<file path="config.mk">
export PLATFORM = sky130hd
export DESIGN_NAME = rgql_glyph_ram
export DESIGN_NICKNAME = d
export VERILOG_FILES = /design/src/rgql_glyph_ram.sv
export SDC_FILE = /design/constraint.sdc
export NUM_CORES = 2
export LEC_CHECK = 0
export ABC_AREA = 1
export BUFFER_PORTS_ARGS = -buffer_cell sky130_fd_sc_hd__buf_2
export CORE_MARGIN = 2
export CORE_UTILIZATION = 35
export DETAILED_ROUTE_END_ITERATION = 12
export GPL_ROUTABILITY_DRIVEN = 1
export PLACE_DENSITY_LB_ADDON = 0.2
export SKIP_CTS_REPAIR_TIMING = 1
export SLEW_MARGIN = 5
export SYNTH_ARGS = -nofsm -noshare
export SYNTH_HDL_FRONTEND = slang
export SYNTH_SLANG_ARGS = --single-unit
</file>
<file path="constraint.sdc">
create_clock -name clk_i -period 7.7 [get_ports clk_i]
set_input_delay 1.155 -clock clk_i [delete_from_list [all_inputs] [get_ports clk_i]]
set_output_delay 1.155 -clock clk_i [all_outputs]
set_load 0.1 [all_outputs]
</file>
<file path="src/rgql_glyph_ram.sv">
// ----------------------------------------------------------------------------
// rgql_glyph_ram
// single port write, single port read memory with registered read data
// ----------------------------------------------------------------------------
`default_nettype none

module rgql_glyph_ram #(
  parameter int unsigned DATA_W = 52,
  parameter int unsigned DEPTH  = 64,
  parameter int unsigned ADDR_W = (DEPTH > 1) ? $clog2(DEPTH) : 1
) (
  input  wire logic              clk_i,
  input  wire logic              we_i,
  input  wire logic [ADDR_W-1:0] waddr_i,
  input  wire logic [DATA_W-1:0] wdata_i,
  input  wire logic              re_i,
  input  wire logic [ADDR_W-1:0] raddr_i,
  output logic      [DATA_W-1:0] rdata_o
);

  logic [DATA_W-1:0] mem [DEPTH];
  logic [DATA_W-1:0] rdata_q;

  always_ff @(posedge clk_i) begin
    if (we_i) begin
      mem[waddr_i] <= wdata_i;
    end
    // read data holds while the consumer is stalled
    if (re_i) begin
      rdata_q <= mem[raddr_i];
    end
  end

  assign rdata_o = rdata_q;

endmodule

`default_nettype wire

</file>
==> reports/qor.tcl <==
set qor(outcome) {finished clean}
set qor(wl_per_cell_um) 28.6
set qor(worst_setup_path_start_kind) {primary input}
set qor(worst_hold_path_type) {in2reg}
set qor(r2r_end) {rdata_o[15]$_DFFE_PP_}
set qor(firstDrtPassIters) 6
set qor(clk_buf_depth) 4
set qor(power_density_mw_per_mm2) 261
set qor(ys_top_cells_by_area) {sky130_fd_sc_hd__edfxtp_1 75%, sky130_fd_sc_hd__nand3_1 11%, sky130_fd_sc_hd__nand2_1 10%}
set qor(worst_slack_ns) 3.81
set qor(die_h_um) 625
set qor(p_leak_uw) 0.0525
set qor(synth.yosys.warnings) 0
set qor(global_route.usage.total_pct) 23.4
set qor(via_count) 89500
set qor(critical_path.endpoint_type) {flip-flop}
set qor(tritoncts.num_buffers) 358
set qor(fin_util_pct) 39.7
set qor(synth.yosys.seq_area_share_pct) 75.3
set qor(ant_nets) 0
set qor(placementRows) 227
set qor(reg2reg_depth) 8
set qor(cts_num_sinks) 3380
set qor(critical_path.reg2reg.startpoint) {mem[55][15]$_DFFE_PP_}
set qor(min_period_ns) 3.89
set qor(ir_drop_uv) 174
set qor(grt_setup_unrepaired) {false}
set qor(critPathArrivalTime_ns) 4.41
set qor(floorplan.die.width_um) 625
set qor(count_of_unique_library_cells_instantiated_by_yosys) 15
set qor(whs_endpoint) {rdata_o[8]$_DFFE_PP_}
set qor(timing_max_transition_violations_final) 0
set qor(synth.top_cell.area_share_pct) 75.3
set qor(synth_seq_cells) 3380
set qor(worstMarginPinSlew_ns) 1.29
set qor(die_area_mm2) 0.390
set qor(syn2layout_area_growth_pct) 12.8
set qor(netlist_area_mm2) 0.135
set qor(reg2reg_slack_ns) 5.98
set qor(grt_pass1_vias) 84300
set qor(drive_gt1_share_pct) 7.79
set qor(global_route.overflow_total) 0
set qor(start_util_pct) 35.2
set qor(antenna_found_initial) 57
set qor(final_number_of_hold_violating_endpoints) 0
set qor(crit_path_top_delay_cell) {sky130_fd_sc_hd__nor2_4}
set qor(holdCritStartpoint) {re_i}
set qor(io_buffers) 118
set qor(dr.first_iter.drc_count) 10600
set qor(floorplan.core_area_mm2) 0.383
set qor(cts_htree_levels) 5
set qor(io_pins) 119
set qor(place_congestion) 0.808
set qor(post_synthesis_net_count) 11000
set qor(finalNetCount) 11000
set qor(detailedPlacementHpwl_mm) 238
set qor(clock_tree_from_tritoncts) {built}
set qor(holdWs_ns) 0.706
set qor(worstHoldPathCells) 1
set qor(maxCapViolCount) 0
set qor(vias_per_cell) 5.49
set qor(timing.critical_path.cells) {buf_2 -> inv_1 -> nand4_1 -> nor2_4 -> buf_4}
set qor(critPathMaxStageDelay_ns) 1.23
set qor(synthesis.instances) 10900
set qor(clk_latency_ns) 0.96
set qor(post-synth-top-area-cell) {sky130_fd_sc_hd__edfxtp_1}
set qor(grt_max_degree) 200
set qor(post-route-drc-count) 0
set qor(cts.reportedPaths.clkPinSlew_ns) 0.06
set qor(final_wirelength_mm) 467
set qor(detailedPlace.worstSlack_ns) 3.03
set qor(timing.max_slew.rel_slack_pct) 13.7
set qor(highest_attainable_clock_frequency_ghz) 0.257
set qor(worst-path-max-fanout) 22
set qor(totalPowerFinal_uw) 39600
set qor(grt_first_pass_wirelength_mm) 655
set qor(fill_cells) 35900
set qor(critical_path_required_ns) 8.22
set qor(report.final.setup_viol) 0
set qor(post-route-period-util_pct) 50.5
set qor(criticalPathCategory) {in2reg}
set qor(fin_worst_skew_ns) 0.0591
set qor(tns_setup_ns) 0
set qor(clock_root_buffer) {sky130_fd_sc_hd__clkbuf_16}
set qor(syn-mean-instance-area_um2) 12.3
-- cells by family (layout without fill, tap and decap cells) --
family	count (synthesis)	after routing	share of synthesized area, %
simple gates	6823	6823	21.9
flops	3380	3380	75.3
buf+inv	741	991	2.80
other cells	0	65	0
-- layer usage --
layer,track usage [%],wire [um],vias up
met5,0,63,-
met4,8.13,16600,10
met3,3.07,34000,716
met2,38.0,222000,3937
met1,32.1,194000,45800
li1,-,-,39100
-- synth_stat cells, drive strengths merged --
cell type	count
buf	585
nand3	3092
nor2	56
clkbuf	144
nand2	3658
nand4	9
nor4	8
edfxtp	3380
inv	11
clkinv	1
-- power by group --
part | internal (uW) | total (uW) | switching, uW
sequential | 20400 | 20500 | 70.6
combinational | 528 | 2510 | 1980
clock | 9380 | 16600 | 7250
-- registers in the layout, indices dropped and copies added, names as in the netlist --
signal	flops
rdata_o	52
mem	3328
-- worst max-delay path by stage --
stage / from / end / cells past startpoint
after floorplan: we_i / mem[48][0]$_DFFE_PP_ / 3
after global placement: waddr_i[1] / mem[37][17]$_DFFE_PP_ / 5
after detailed placement: waddr_i[1] / mem[45][44]$_DFFE_PP_ / 5
after CTS: waddr_i[1] / mem[45][43]$_DFFE_PP_ / 5
after global routing: waddr_i[1] / mem[45][43]$_DFFE_PP_ / 5
final: waddr_i[1] / mem[45][43]$_DFFE_PP_ / 5
-- area by class of cell --
cell class                      count  area (um^2)  area share (%)
Sequential cell                  3380       101000            66.8
Multi-Input combinational cell   6823        30000            19.7
Clock buffer                      465         9510            6.26
Tap cell                         5038         6300            4.15
Timing Repair Buffer              345         2930            1.93
Clock inverter                    169         1530            1.00
Antenna cell                       65          163           0.107
Inverter                           12         93.8          0.0617
-- through the flow --
step	instance area, um^2	cells
2_1_floorplan	135000	10900
3_3_place_gp	141000	15600
3_5_place_dp	141000	15600
4_1_cts	152000	16200
5_1_grt	152000	16300
6_report	152000	16300
-- cell usage in the layout, fill, tap and decap left out, types with 9 or more instances in the layout --
master	count
sky130_fd_sc_hd__clkbuf_1	100
sky130_fd_sc_hd__clkbuf_16	365
sky130_fd_sc_hd__buf_12	46
sky130_fd_sc_hd__nor2_4	56
sky130_fd_sc_hd__buf_2	107
sky130_fd_sc_hd__nand3_1	3092
sky130_fd_sc_hd__nand4_1	9
sky130_fd_sc_hd__diode_2	65
sky130_fd_sc_hd__clkinv_2	47
sky130_fd_sc_hd__nand2_1	3658
sky130_fd_sc_hd__clkinv_1	77
sky130_fd_sc_hd__bufinv_16	20
sky130_fd_sc_hd__buf_4	187
sky130_fd_sc_hd__edfxtp_1	3380
-- worst max-delay path, delay by kind of cell --
kind,cells,cell delay [ns]
buffers and inverters,3,1.26
AND/OR/NAND/NOR,2,1.90
No activity file was read; power rests on OpenSTA's default activity.
